File: src/hdl/prb_pkg.sv
// Shared types and constants for the press ramp block.
package prb_pkg;

    // Value format: signed fixed point, this many bits in all.
    localparam int VALUE_WIDTH = 24;
    localparam int RATE_WIDTH  = VALUE_WIDTH - 1;
    localparam int TIMER_WIDTH = 16;
    localparam int STEP_WIDTH  = 10;
    localparam int OP_WIDTH    = 3;

    // The factor 0.01 is taken as CENT_NUM / 2^CENT_SHIFT.
    localparam int CENT_NUM   = 655;
    localparam int CENT_SHIFT = 16;
    // Width of step_time * CENT_NUM.
    localparam int K_WIDTH    = 20;

    // Operation codes.
    localparam logic [OP_WIDTH-1:0] OP_TICK       = 3'd0;
    localparam logic [OP_WIDTH-1:0] OP_PRESS_UP   = 3'd1;
    localparam logic [OP_WIDTH-1:0] OP_PRESS_DOWN = 3'd2;
    localparam logic [OP_WIDTH-1:0] OP_REL_UP     = 3'd3;
    localparam logic [OP_WIDTH-1:0] OP_REL_DOWN   = 3'd4;

    // Configuration register indexes.
    localparam int CFG_ADDR_WIDTH = 3;
    localparam logic [CFG_ADDR_WIDTH-1:0] CFG_NORMAL_VALUE = 3'd0;
    localparam logic [CFG_ADDR_WIDTH-1:0] CFG_UPPER_LIMIT  = 3'd1;
    localparam logic [CFG_ADDR_WIDTH-1:0] CFG_LOWER_LIMIT  = 3'd2;
    localparam logic [CFG_ADDR_WIDTH-1:0] CFG_HOLD_DELAY   = 3'd3;
    localparam logic [CFG_ADDR_WIDTH-1:0] CFG_START_STEP   = 3'd4;
    localparam logic [CFG_ADDR_WIDTH-1:0] CFG_MIN_RATE     = 3'd5;
    localparam logic [CFG_ADDR_WIDTH-1:0] CFG_MAX_RATE     = 3'd6;
    localparam logic [CFG_ADDR_WIDTH-1:0] CFG_RECOVER_MODE = 3'd7;

    // Register reset values.
    localparam logic signed [VALUE_WIDTH-1:0] RST_NORMAL_VALUE = 24'sd0;
    localparam logic signed [VALUE_WIDTH-1:0] RST_UPPER_LIMIT  = 24'sd25600;
    localparam logic signed [VALUE_WIDTH-1:0] RST_LOWER_LIMIT  = -24'sd25600;
    localparam logic [TIMER_WIDTH-1:0]        RST_HOLD_DELAY   = 16'd0;
    localparam logic [RATE_WIDTH-1:0]         RST_START_STEP   = 23'd256;
    localparam logic [RATE_WIDTH-1:0]         RST_MIN_RATE     = 23'd0;
    localparam logic [RATE_WIDTH-1:0]         RST_MAX_RATE     = 23'd2560;

    typedef struct packed {
        logic [OP_WIDTH-1:0]   op;
        logic [STEP_WIDTH-1:0] step_time;
    } in_item_t;

    typedef struct packed {
        logic signed [VALUE_WIDTH-1:0] current_value;
        logic                          is_recovered;
    } out_item_t;

    typedef struct packed {
        logic signed [VALUE_WIDTH-1:0] normal_value;
        logic signed [VALUE_WIDTH-1:0] upper_limit;
        logic signed [VALUE_WIDTH-1:0] lower_limit;
        logic [TIMER_WIDTH-1:0]        hold_delay;
        logic [RATE_WIDTH-1:0]         start_step;
        logic [RATE_WIDTH-1:0]         min_rate;
        logic [RATE_WIDTH-1:0]         max_rate;
        logic                          recover_mode;
    } cfg_t;

    // Commands from the controller to the datapath.
    typedef struct packed {
        logic load;
        logic calc_k;
        logic calc_mul;
        logic commit;
    } ctrl_cmd_t;

endpackage

File: src/hdl/prb_cfg.sv
// Configuration register bank of the press ramp block.
module prb_cfg (
    input  logic                                 clk,
    input  logic                                 rst_n,
    input  logic                                 cfg_we,
    input  logic [prb_pkg::CFG_ADDR_WIDTH-1:0]   cfg_addr,
    input  logic [prb_pkg::VALUE_WIDTH-1:0]      cfg_wdata,
    output prb_pkg::cfg_t                        cfg
);
    import prb_pkg::*;

    cfg_t cfg_reg;

    // Register writes, one index at a time.
    always_ff @(posedge clk or negedge rst_n)
    begin
        if (!rst_n)
        begin
            cfg_reg.normal_value <= RST_NORMAL_VALUE;
            cfg_reg.upper_limit  <= RST_UPPER_LIMIT;
            cfg_reg.lower_limit  <= RST_LOWER_LIMIT;
            cfg_reg.hold_delay   <= RST_HOLD_DELAY;
            cfg_reg.start_step   <= RST_START_STEP;
            cfg_reg.min_rate     <= RST_MIN_RATE;
            cfg_reg.max_rate     <= RST_MAX_RATE;
            cfg_reg.recover_mode <= 1'b0;
        end
        else if (cfg_we)
        begin
            case (cfg_addr)
                CFG_NORMAL_VALUE: cfg_reg.normal_value <= $signed(cfg_wdata);
                CFG_UPPER_LIMIT:  cfg_reg.upper_limit  <= $signed(cfg_wdata);
                CFG_LOWER_LIMIT:  cfg_reg.lower_limit  <= $signed(cfg_wdata);
                CFG_HOLD_DELAY:   cfg_reg.hold_delay   <= cfg_wdata[TIMER_WIDTH-1:0];
                CFG_START_STEP:   cfg_reg.start_step   <= cfg_wdata[RATE_WIDTH-1:0];
                CFG_MIN_RATE:     cfg_reg.min_rate     <= cfg_wdata[RATE_WIDTH-1:0];
                CFG_MAX_RATE:     cfg_reg.max_rate     <= cfg_wdata[RATE_WIDTH-1:0];
                CFG_RECOVER_MODE: cfg_reg.recover_mode <= cfg_wdata[0];
                default:          ;
            endcase
        end
    end

    assign cfg = cfg_reg;

endmodule

File: src/hdl/prb_ctrl.sv
// Controller state machine of the press ramp block.
module prb_ctrl (
    input  logic                clk,
    input  logic                rst_n,
    input  logic                in_valid,
    output logic                in_ready,
    output logic                out_valid,
    input  logic                out_ready,
    output prb_pkg::ctrl_cmd_t  cmd
);
    import prb_pkg::*;

    typedef enum logic [1:0] {
        ST_IDLE,
        ST_CALC_K,
        ST_CALC_MUL,
        ST_COMMIT
    } state_t;

    state_t state_reg;
    logic   out_valid_reg;
    logic   slot_free;

    // The result register can take a new result when empty or being drained.
    assign slot_free = !out_valid_reg || out_ready;

    assign in_ready     = (state_reg == ST_IDLE);
    assign cmd.load     = in_valid && in_ready;
    assign cmd.calc_k   = (state_reg == ST_CALC_K);
    assign cmd.calc_mul = (state_reg == ST_CALC_MUL);
    assign cmd.commit   = (state_reg == ST_COMMIT) && slot_free;
    assign out_valid    = out_valid_reg;

    // Sequencing of one item and the result valid flag.
    always_ff @(posedge clk or negedge rst_n)
    begin
        if (!rst_n)
        begin
            state_reg     <= ST_IDLE;
            out_valid_reg <= 1'b0;
        end
        else
        begin
            case (state_reg)
                ST_IDLE:
                begin
                    if (cmd.load)
                    begin
                        state_reg <= ST_CALC_K;
                    end
                end
                ST_CALC_K:   state_reg <= ST_CALC_MUL;
                ST_CALC_MUL: state_reg <= ST_COMMIT;
                ST_COMMIT:
                begin
                    if (slot_free)
                    begin
                        state_reg <= ST_IDLE;
                    end
                end
                default:     state_reg <= ST_IDLE;
            endcase

            if (cmd.commit)
            begin
                out_valid_reg <= 1'b1;
            end
            else if (out_ready)
            begin
                out_valid_reg <= 1'b0;
            end
        end
    end

    // An accepted item runs through both arithmetic stages in order.
    a_stage_order: assert property (@(posedge clk) disable iff (!rst_n)
        cmd.load |=> cmd.calc_k ##1 cmd.calc_mul)
        else $error("item did not pass through the arithmetic stages in order");

    // No new item is taken while one is in flight.
    a_no_overlap: assert property (@(posedge clk) disable iff (!rst_n)
        cmd.load |=> !in_ready)
        else $error("input accepted while an item is in flight");

    // A committed result shows up as valid on the next cycle.
    a_commit_valid: assert property (@(posedge clk) disable iff (!rst_n)
        cmd.commit |=> out_valid)
        else $error("committed result not presented");

    // At most one command is active in any cycle.
    a_one_cmd: assert property (@(posedge clk) disable iff (!rst_n)
        $onehot0({cmd.load, cmd.calc_k, cmd.calc_mul, cmd.commit}))
        else $error("more than one datapath command active");

endmodule

File: src/hdl/prb_dp.sv
// Datapath of the press ramp block: state registers, arithmetic and result register.
module prb_dp #(
    parameter int FRACTION_BITS = 8
) (
    input  logic                clk,
    input  logic                rst_n,
    input  prb_pkg::ctrl_cmd_t  cmd,
    input  prb_pkg::in_item_t   in_data,
    input  prb_pkg::cfg_t       cfg,
    output prb_pkg::out_item_t  out_data
);
    import prb_pkg::*;

    localparam int VW   = VALUE_WIDTH;
    localparam int RW   = RATE_WIDTH;
    localparam int DW   = VW + 1;
    localparam int PW   = DW + K_WIDTH + 1;
    localparam int QW   = PW - CENT_SHIFT;
    localparam int SW   = QW + 1;
    localparam int INCW = K_WIDTH + FRACTION_BITS - CENT_SHIFT;
    localparam int RSW  = ((RW > INCW) ? RW : INCW) + 1;
    localparam int TW   = TIMER_WIDTH + 1;

    localparam logic signed [DW-1:0] SNAP_POS = DW'(2 ** FRACTION_BITS);
    localparam logic signed [DW-1:0] SNAP_NEG = -SNAP_POS;
    localparam logic signed [SW-1:0] SAT_MAX  = SW'(2 ** (VW - 1) - 1);
    localparam logic signed [SW-1:0] SAT_MIN  = -SAT_MAX - SW'(1);

    // Item in work and pipeline registers (no reset needed).
    logic [OP_WIDTH-1:0]       op_reg;
    logic [STEP_WIDTH-1:0]     st_reg;
    logic [K_WIDTH-1:0]        k_reg;
    logic signed [DW-1:0]      diff_reg;
    logic signed [PW-1:0]      prod_reg;
    out_item_t                 out_reg;

    // Block state.
    logic signed [VW-1:0]      value_reg, value_next;
    logic [RW-1:0]             rate_reg, rate_next;
    logic [TIMER_WIDTH-1:0]    timer_reg, timer_next;
    logic                      up_reg, up_next;
    logic                      down_reg, down_next;
    logic                      rec_reg, rec_next;

    // Combinational terms.
    logic signed [VW-1:0]      hi_lim, lo_lim;
    logic [K_WIDTH+FRACTION_BITS-1:0] k_shift;
    logic [INCW-1:0]           inc;
    logic signed [DW-1:0]      start_up, start_dn;
    logic [RSW-1:0]            rate_sum;
    logic [RW-1:0]             rate_grown, rate_gap;
    logic signed [DW-1:0]      ramp_up, ramp_dn;
    logic [TW-1:0]             timer_sum;
    logic signed [SW-1:0]      rec_sum;
    logic signed [VW-1:0]      rec_value;
    logic                      near_normal;

    // Stage registers: capture, step_time * 655 and distance to normal, product, result.
    always_ff @(posedge clk)
    begin
        if (cmd.load)
        begin
            op_reg <= in_data.op;
            st_reg <= in_data.step_time;
        end
        if (cmd.calc_k)
        begin
            k_reg    <= K_WIDTH'(st_reg) * K_WIDTH'(CENT_NUM);
            diff_reg <= DW'(cfg.normal_value) - DW'(value_reg);
        end
        if (cmd.calc_mul)
        begin
            prod_reg <= PW'(diff_reg) * PW'($signed({1'b0, k_reg}));
        end
        if (cmd.commit)
        begin
            out_reg.current_value <= value_next;
            out_reg.is_recovered  <= rec_next;
        end
    end

    // Clamp limits: the larger is the upper one.
    assign hi_lim = (cfg.upper_limit > cfg.lower_limit) ? cfg.upper_limit : cfg.lower_limit;
    assign lo_lim = (cfg.upper_limit > cfg.lower_limit) ? cfg.lower_limit : cfg.upper_limit;

    // Rate change per tick: floor(step_time * 655 * 2^FRACTION_BITS / 65536).
    assign k_shift = {k_reg, {FRACTION_BITS{1'b0}}};
    assign inc     = k_shift[K_WIDTH+FRACTION_BITS-1:CENT_SHIFT];

    // Fresh press steps.
    assign start_up = DW'(value_reg) + DW'($signed({1'b0, cfg.start_step}));
    assign start_dn = DW'(value_reg) - DW'($signed({1'b0, cfg.start_step}));

    // Rate growth while held, and the ramp step it gives.
    assign rate_sum   = RSW'(rate_reg) + RSW'(inc);
    assign rate_grown = (rate_reg < cfg.max_rate)
                      ? ((rate_sum > RSW'(cfg.max_rate)) ? cfg.max_rate : RW'(rate_sum))
                      : rate_reg;
    assign ramp_up = DW'(value_reg) + DW'($signed({1'b0, rate_grown}));
    assign ramp_dn = DW'(value_reg) - DW'($signed({1'b0, rate_grown}));

    // Hold timer accumulation.
    assign timer_sum = TW'(timer_reg) + TW'(st_reg);

    // Decay headroom above the minimum rate.
    assign rate_gap = rate_reg - cfg.min_rate;

    // Slow recovery: floor of the product over 65536, then saturate.
    assign near_normal = (diff_reg < SNAP_POS) && (diff_reg > SNAP_NEG);
    assign rec_sum     = SW'(value_reg) + SW'($signed(prod_reg[PW-1:CENT_SHIFT]));
    always_comb
    begin
        if (rec_sum > SAT_MAX)
        begin
            rec_value = VW'(SAT_MAX);
        end
        else if (rec_sum < SAT_MIN)
        begin
            rec_value = VW'(SAT_MIN);
        end
        else
        begin
            rec_value = VW'(rec_sum);
        end
    end

    // Next state for the item in work.
    always_comb
    begin
        value_next = value_reg;
        rate_next  = rate_reg;
        timer_next = timer_reg;
        up_next    = up_reg;
        down_next  = down_reg;
        rec_next   = rec_reg;
        case (op_reg)
            OP_PRESS_UP:
            begin
                if (!up_reg && !down_reg)
                begin
                    timer_next = '0;
                    if (value_reg < hi_lim)
                    begin
                        value_next = (start_up > DW'(hi_lim)) ? hi_lim : VW'(start_up);
                        rec_next   = 1'b0;
                    end
                end
                up_next = 1'b1;
            end
            OP_PRESS_DOWN:
            begin
                if (!up_reg && !down_reg)
                begin
                    timer_next = '0;
                    if (value_reg > lo_lim)
                    begin
                        value_next = (start_dn < DW'(lo_lim)) ? lo_lim : VW'(start_dn);
                        rec_next   = 1'b0;
                    end
                end
                down_next = 1'b1;
            end
            OP_REL_UP:   up_next = 1'b0;
            OP_REL_DOWN: down_next = 1'b0;
            OP_TICK:
            begin
                if (up_reg != down_reg)
                begin
                    // One button held: fill the hold timer, then ramp.
                    if (timer_reg < cfg.hold_delay)
                    begin
                        timer_next = (timer_sum > TW'(cfg.hold_delay))
                                   ? cfg.hold_delay : TIMER_WIDTH'(timer_sum);
                    end
                    else
                    begin
                        rate_next = rate_grown;
                        if (up_reg)
                        begin
                            if (value_reg < hi_lim)
                            begin
                                value_next = (ramp_up > DW'(hi_lim)) ? hi_lim : VW'(ramp_up);
                                rec_next   = 1'b0;
                            end
                        end
                        else if (value_reg > lo_lim)
                        begin
                            value_next = (ramp_dn < DW'(lo_lim)) ? lo_lim : VW'(ramp_dn);
                            rec_next   = 1'b0;
                        end
                    end
                end
                else if (!up_reg)
                begin
                    // Nothing held: decay the rate and recover the value.
                    if (rate_reg > cfg.min_rate)
                    begin
                        if (RSW'(rate_gap) <= RSW'(inc))
                        begin
                            rate_next = cfg.min_rate;
                        end
                        else
                        begin
                            rate_next = rate_reg - RW'(inc);
                        end
                    end
                    if (!rec_reg)
                    begin
                        if (cfg.recover_mode || near_normal)
                        begin
                            value_next = cfg.normal_value;
                            rec_next   = 1'b1;
                        end
                        else
                        begin
                            value_next = rec_value;
                        end
                    end
                end
            end
            default: ;
        endcase
    end

    // State update at commit.
    always_ff @(posedge clk or negedge rst_n)
    begin
        if (!rst_n)
        begin
            value_reg <= RST_NORMAL_VALUE;
            rate_reg  <= RST_MIN_RATE;
            timer_reg <= '0;
            up_reg    <= 1'b0;
            down_reg  <= 1'b0;
            rec_reg   <= 1'b1;
        end
        else if (cmd.commit)
        begin
            value_reg <= value_next;
            rate_reg  <= rate_next;
            timer_reg <= timer_next;
            up_reg    <= up_next;
            down_reg  <= down_next;
            rec_reg   <= rec_next;
        end
    end

    assign out_data = out_reg;

endmodule

File: src/hdl/press_ramp_bidirectional.sv
// Top level of the press ramp block: register bank, controller and datapath.
//
// Each input item (a tick or a button event) yields exactly one result, the
// ramped value and its recovered flag after the item. An item passes through
// the accepting state, a state for step_time * 655 and the distance to the
// rest value, one for the recovery product, and one to commit the new state
// into the result register. The commit waits while an earlier result still
// sits untaken in that register, and no new item is accepted until the last
// one has committed. The user must write registers through the write port
// only while no item is in flight; the block itself does not enforce this.
module press_ramp_bidirectional #(
    parameter int FRACTION_BITS = 8
) (
    input  logic                                 clk,
    input  logic                                 rst_n,
    input  logic                                 in_valid,
    output logic                                 in_ready,
    input  prb_pkg::in_item_t                    in_data,
    output logic                                 out_valid,
    input  logic                                 out_ready,
    output prb_pkg::out_item_t                   out_data,
    input  logic                                 cfg_we,
    input  logic [prb_pkg::CFG_ADDR_WIDTH-1:0]   cfg_addr,
    input  logic [prb_pkg::VALUE_WIDTH-1:0]      cfg_wdata
);
    import prb_pkg::*;

    cfg_t      cfg;
    ctrl_cmd_t cmd;

    prb_cfg u_cfg (
        .clk       (clk),
        .rst_n     (rst_n),
        .cfg_we    (cfg_we),
        .cfg_addr  (cfg_addr),
        .cfg_wdata (cfg_wdata),
        .cfg       (cfg)
    );

    prb_ctrl u_ctrl (
        .clk       (clk),
        .rst_n     (rst_n),
        .in_valid  (in_valid),
        .in_ready  (in_ready),
        .out_valid (out_valid),
        .out_ready (out_ready),
        .cmd       (cmd)
    );

    prb_dp #(
        .FRACTION_BITS (FRACTION_BITS)
    ) u_dp (
        .clk       (clk),
        .rst_n     (rst_n),
        .cmd       (cmd),
        .in_data   (in_data),
        .cfg       (cfg),
        .out_data  (out_data)
    );

endmodule
File: config.mk
export PLATFORM = sky130hd
export DESIGN_NAME = press_ramp_bidirectional
export DESIGN_NICKNAME = d
export VERILOG_FILES = /design/src/hdl/prb_pkg.sv /design/src/hdl/prb_cfg.sv /design/src/hdl/prb_ctrl.sv /design/src/hdl/prb_dp.sv /design/src/hdl/press_ramp_bidirectional.sv
export SDC_FILE = /design/constraint.sdc
export NUM_CORES = 2
export LEC_CHECK = 0
export ABC_AREA = 0
export BUFFER_PORTS_ARGS = -buffer_cell sky130_fd_sc_hd__buf_2
export CAP_MARGIN = 20
export CORE_MARGIN = 5
export CORE_UTILIZATION = 45
export DETAILED_ROUTE_END_ITERATION = 12
export PLACE_DENSITY = 0.68
export RECOVER_POWER = 50
export SLEW_MARGIN = 10
export SYNTH_ARGS = -nofsm -noshare
export SYNTH_HDL_FRONTEND = slang
export SYNTH_SLANG_ARGS = --single-unit
export TNS_END_PERCENT = 50
File: constraint.sdc
create_clock -name clk -period 9.51 [get_ports clk]
set_input_delay 1.902 -clock clk [delete_from_list [all_inputs] [get_ports clk]]
set_output_delay 1.902 -clock clk [all_outputs]
set_load 0.02 [all_outputs]
Word level (Yosys, flattened, before mapping)

Cells that the tools add are included.

Add/sub/neg operators: 10
Order comparisons: 17
Reductions and logical operators: 31
Equality and inequality tests: 22
Multiplexer cells: 51
Multipliers: 2

Operator list:

| cell                   | number |
|---|---|
| $mux W24               | 20 |
| $mux W23               | 7 |
| $sub A24 B24 Y25       | 3 |
| $pmux W24 S3           | 1 |
| $mux W16               | 4 |
| $add A24 B24 Y25       | 2 |
| $gt A25 B24 Y1         | 2 |
| $lt A25 B24 Y1         | 2 |
| $gt A24 B24 Y1         | 2 |
| $mul A25 B21 Y46       | 1 |
| $pmux W16 S2           | 1 |
| $add A24 B30 Y31       | 1 |
| $gt A31 B24 Y1 const B | 1 |
| $lt A31 B24 Y1 const B | 1 |
| $gt A25 B9 Y1 const B  | 1 |
| $lt A25 B10 Y1 const B | 1 |
| $add A23 B12 Y24       | 1 |
| $gt A24 B23 Y1         | 1 |
| $lt A24 B24 Y1         | 1 |
| $gt A23 B23 Y1         | 1 |
| $le A23 B12 Y1         | 1 |
| $lt A23 B23 Y1         | 1 |
| $sub A23 B12 Y23       | 1 |
| $sub A23 B23 Y23       | 1 |
| 26 further kinds       | 75 |

Output and inout bits: 27
Flip-flop bits (word level): 356
Logic and storage cells: 156
Input bits: 45

Logic depth before layout (Yosys ltp)

Word-level depth: 12
Depth in mapped cells: 52
Gate-level depth less buffers: 48

Cells and area by module

Synthesis repeated with hierarchy kept, for this count alone.

Cell total of the unflattened synthesis: 5,901
Area, all modules: 53,287.4 µm²

By module, submodules not included:

| module   | cells an instance | instances | area an instance (µm²) |
|---|---|---|---|
| prb_dp   | 5,541             | 1         | 46,842.4 |
| prb_cfg  | 342               | 1         | 6,239.7 |
| prb_ctrl | 18                | 1         | 205.2 |

Worst setup path after synthesis

Ideal clock, no wire load.

Path kind: flip-flop to flip-flop
Start: reg u_dp.k_reg[9]
End: reg u_dp.out_reg, in the netlist u_dp.out_data[18], data pin
Buffers on the path: 6
Data required time: 9,237 ps
Setup slack: -549 ps
Data arrival time: 9,786 ps
Stages on the path, launching flop included: 51
Path through: edfxtp_1 clkbuf_1 clkbuf_1 inv_1 fa_1 o21bai_1 a21oi_1 o21bai_1 a21oi_1 o21bai_1 a21boi_0 a211oi_1 nand2_1 xnor2_1 ha_1 a21o_1 a21o_1 a21oi_1 [... 15 more ...] o31ai_1 a221o_1 xnor2_1 ha_1 nand4_1 nor4_1 nand2_1 o31ai_1 a211oi_1 mux2i_1 o31ai_1 buf_2 buf_2 nand3_1 a21oi_1 nor3_1 o31ai_1 o211ai_1

Word-level cells in the longest chain between the ends: 12

RTL lines:

| what                                                        | line                         | source |
|---|---|---|
| start: declaration                                          | prb_dp.sv:32                 | `logic [K_WIDTH-1:0] k_reg;` |
| start signal: assignment                                    | prb_dp.sv:68                 | `k_reg <= K_WIDTH'(st_reg) * K_WIDTH'(CENT_NUM);` |
| $add A23 B12 Y24 *                                          | prb_dp.sv:95                 | `assign rate_sum = RSW'(rate_reg) + RSW'(inc);` |
| $gt A24 B23 Y1                                              | prb_dp.sv:97                 | `? ((rate_sum > RSW'(cfg.max_rate)) ? cfg.max_rate : RW'(rate_sum))` |
| $mux W23 * (2 in a row)                                     | prb_dp.sv:97                 |  |
| $sub A24 B24 Y25 / $add A24 B24 Y25 (equally long branches) | prb_dp.sv:100, prb_dp.sv:99  |  |
| $lt A25 B24 Y1 / $gt A25 B24 Y1 (equally long branches)     | prb_dp.sv:188, prb_dp.sv:182 |  |
| $mux W24, on equally long branches                          | prb_dp.sv:188, prb_dp.sv:182 |  |
| $mux W24, on equally long branches                          | prb_dp.sv:186, prb_dp.sv:180 |  |
| $mux W24 *                                                  | prb_dp.sv:178                | `if (up_reg)` |
| $mux W24 *                                                  | prb_dp.sv:170                | `if (timer_reg < cfg.hold_delay)` |
| $mux W24 *                                                  | prb_dp.sv:167                | `if (up_reg != down_reg)` |
| $pmux W24 S3 *                                              | prb_dp.sv:136                | `case (op_reg)` |
| named net u_dp.value_next[17]                               | prb_dp.sv:38                 | `logic signed [VW-1:0] value_reg, value_next;` |
| end: declaration                                            | prb_dp.sv:35                 | `out_item_t out_reg;` |

The timed path passes the listed nets; every way through them passes the cells marked *.
A chain may end at the register's enable or synchronous reset.

Final worst setup path

Start: reg u_dp.rate_reg[1]
End: reg u_dp.out_reg, in the netlist u_dp.out_data[16], data pin

Word-level cells in the longest chain between the ends: 12

RTL lines:

| what                                                        | line                         | source |
|---|---|---|
| start: declaration                                          | prb_dp.sv:39                 | `logic [RW-1:0] rate_reg, rate_next;` |
| start signal: assignment                                    | prb_dp.sv:240                | `rate_reg <= rate_next;` |
| $add A23 B12 Y24                                            | prb_dp.sv:95                 |  |
| $gt A24 B23 Y1                                              | prb_dp.sv:97                 |  |
| $mux W23                                                    | prb_dp.sv:97                 |  |
| $mux W23 *                                                  | prb_dp.sv:97                 |  |
| $sub A24 B24 Y25 / $add A24 B24 Y25 (equally long branches) | prb_dp.sv:100, prb_dp.sv:99  |  |
| $lt A25 B24 Y1 / $gt A25 B24 Y1 (equally long branches)     | prb_dp.sv:188, prb_dp.sv:182 |  |
| $mux W24, on equally long branches                          | prb_dp.sv:188, prb_dp.sv:182 |  |
| $mux W24, on equally long branches                          | prb_dp.sv:186, prb_dp.sv:180 |  |
| $mux W24 *                                                  | prb_dp.sv:178                |  |
| $mux W24 *                                                  | prb_dp.sv:170                |  |
| $mux W24 *                                                  | prb_dp.sv:167                |  |
| $pmux W24 S3 *                                              | prb_dp.sv:136                |  |
| named net u_dp.value_next[15]                               | prb_dp.sv:38                 |  |

Marked as above.

==> impl_results.md <==
* Multi-input logic area at slightly above 40000 um^2
* Slew Limit Fails at 319
* First-pass GRT wire length at 295 mm
* Kind of end point of the critical path: register
* Finished Cell Area at 60700 um^2
* Non-Filler Instances at 7937
* Ports at 72
* MaxCap Viol Count at 8
* Area growth from synthesis to layout at 15.0%
* Total grt overflow at 0
* Initial antenna violation count at 19
* Max clock buf depth at 3
* Number of global-route vias before repair at 47000
* TritonCTS Buffers at 45
* Post-route ant nets at 0
* CP Class: register to register
* H-tree Lvls at 2
* WL/cell at 24.8 um
* Clk slew on worst S/H paths at 60 ps
* Hold Path Class: register to register
* WL final at 197 mm
* Max_slew headroom at -293%
* Drt first pass iters at 6
* Worst-Skew Late Latency at 640 ps
* Outcome: finished, violations left
* DR vias at approximately 47000
* Setup crit start kind: register
* Hold Slack at approximately 510 ps
* Violation count after the first detailed-route iteration at 4580
* Actual slew at the worst max-slew pin at 5890 ps
* Ys async rst share at 66.8%
* Dpl cells at 7794
* Number of clock sinks at 340
* Tot GR Track Use at 31.0%
* Area after DPL at 57900 um^2
* Most frequent cells in the layout: inv_1, ha_1, nand2_1
* Crit-path max FO at 6
* CP most frequent cell: a21o_1
* Largest net degree at the start of global routing at 98
* Seq/Total Area, Yosys at 17.2%
* Clock Skews at 51.1 ps
* Root buffer cell: clkbuf_16
* Post-synth top area share at about a fifth
* Synth Net Count at 7224
* Max reg flops at between 150 and 200
* Core area at 116000 um^2
* Worst setup margin at -169 ps
* Layout cell share with drive strength beyond 1 at around 15%
* Crit path time final at 9680 ps
* # hold bufs at CTS at 0
* CP peak stage delay at 390 ps
* Die X-Extent at 353 um
* Endpoints failing setup at 32
* CP bufs+invs at 8
* Synthesized netlist cell count at 5973
* Die area at 124000 um^2
* Final GP Congestion at 1.10
* Fin nets at 7619
* DRC Markers at 0
* FILL cells at around 11000
* DR vias/cell at 5.93
* Req. time, crit path at 9870 ps
* Tcrit/Tclk final at 102%
* Crit-path slowest cell: dfrtp_1
* RSZ-0062 raised after global routing: yes
* EDFF count, synth at roughly 110
* Sequential cell area at ~9000 um^2
* Rows at 125
* DP Wirelength at 157 mm
* Ys Warns at 0
* Failing checks: max-capacitance violations, max-slew violations, negative setup slack
* Count of different cell masters after synthesis at 90
* Peak Freq at 103 MHz
* Syn avg cell area at 8.84 um^2
* Height of the die at 353 um
* Register bit total from synthesis at 340
* Top cell type by total area after synthesis: fa_1
* Final hold vios at 0
* Family with the most delay on the worst path: compound AO/OA/AOI/OAI gates
* Commonest non-fill, non-tap cell in the layout: inv_1
* Area of the mapped netlist at ~53000 um^2
* Most used DFF post-synth: dfrtp_1
* Initial Utilization at 45.4%
* WP data arrival at 10040 ps
* Buffers on Ports at 71
* CTS tree: done
* Synth area leaders: fa_1, ha_1, dfrtp_1, edfxtp_1, inv_1
[per-stage QoR]
stage	setup TNS, ps	setup WS [ps]	util (%)
6_report	-2420	-169	52.2
3_5_place_dp	-25900	-756	49.8
2_1_floorplan	-18.7	-9.78	-
3_3_place_gp	-27960	-802	49.7
5_1_grt	-20050	-568	52.2
4_1_cts	-5.66	-5.66	51.5
[repair_timing]
| action | CTS | global route |
|---|---|---|
| setup buffers | 27 | 25 |
| pin swaps | 57 | 106 |
| gates resized for setup | 76 | 129 |
| setup endpoints to repair | 48 | 48 |
| cloned | 2 | 0 |
[path summary, 6_finish.rpt]
path / start / endpoint / slack, ps / cells after the start
min: u_cfg.cfg[35] / u_cfg.cfg[35] / 510 / 1
max in group asynchronous: rst_n / u_dp.timer_reg[7] / 1880 / 2
max: u_dp.rate_reg[1] / u_dp.out_data[16] / -170 / 50
min in group asynchronous: rst_n / u_cfg.cfg[126] / 3470 / 1
max reg2reg: u_dp.rate_reg[1] / u_dp.out_data[16] / -170 / 50
min reg2reg: u_cfg.cfg[35] / u_cfg.cfg[35] / 510 / 1
[metal layers]
metal	global-route usage (%)	share of wire (%)	vias up	wire, um
met5	0	0.024	-	48
met4	13.7	5.7	8	11200
met3	7.17	10	504	20000
met2	47.3	43	2243	84500
met1	42.2	41	23300	81500
li1	-	-	21000	-
[layout make-up]
class,instances,area share [%]
inverters,872,5.39
well taps,1524,3.14
diodes,10,0.0412
clock inverters,27,0.499
repair buffers,591,7.33
multi-input cells,4518,66.7
clock buffers,55,1.95
flip-flops and latches,340,15.0
[cells by family after synthesis]
logic type | Yosys count | share of synthesized area [%]
AOI/OAI and AO/OA | 1254 | 15.5
DFF | 340 | 17.2
adders and majority gates | 1206 | 36.3
buffers and inverters | 1115 | 7.99
and+or+nand+nor | 1600 | 14.6
xor gates and xnor gates | 224 | 3.72
muxes | 234 | 4.73
[cell usage after synthesis, types with 62 or more instances]
cell      number
a21oi_1      304
fa_1         542
mux2_2       126
edfxtp_1     113
mux2i_1      108
dfrtp_1      208
nor3_1        90
xnor2_1      178
nand3_1       72
ha_1         664
nand2_1      613
nand4_1       62
nor2_1       267
and2_1       241
o21ai_0      253
a21o_1       122
inv_1        867
clkbuf_1     220
Power is not shown: default switching activity piles up to over one toggle a cycle in this logic, so the estimate is an artifact.
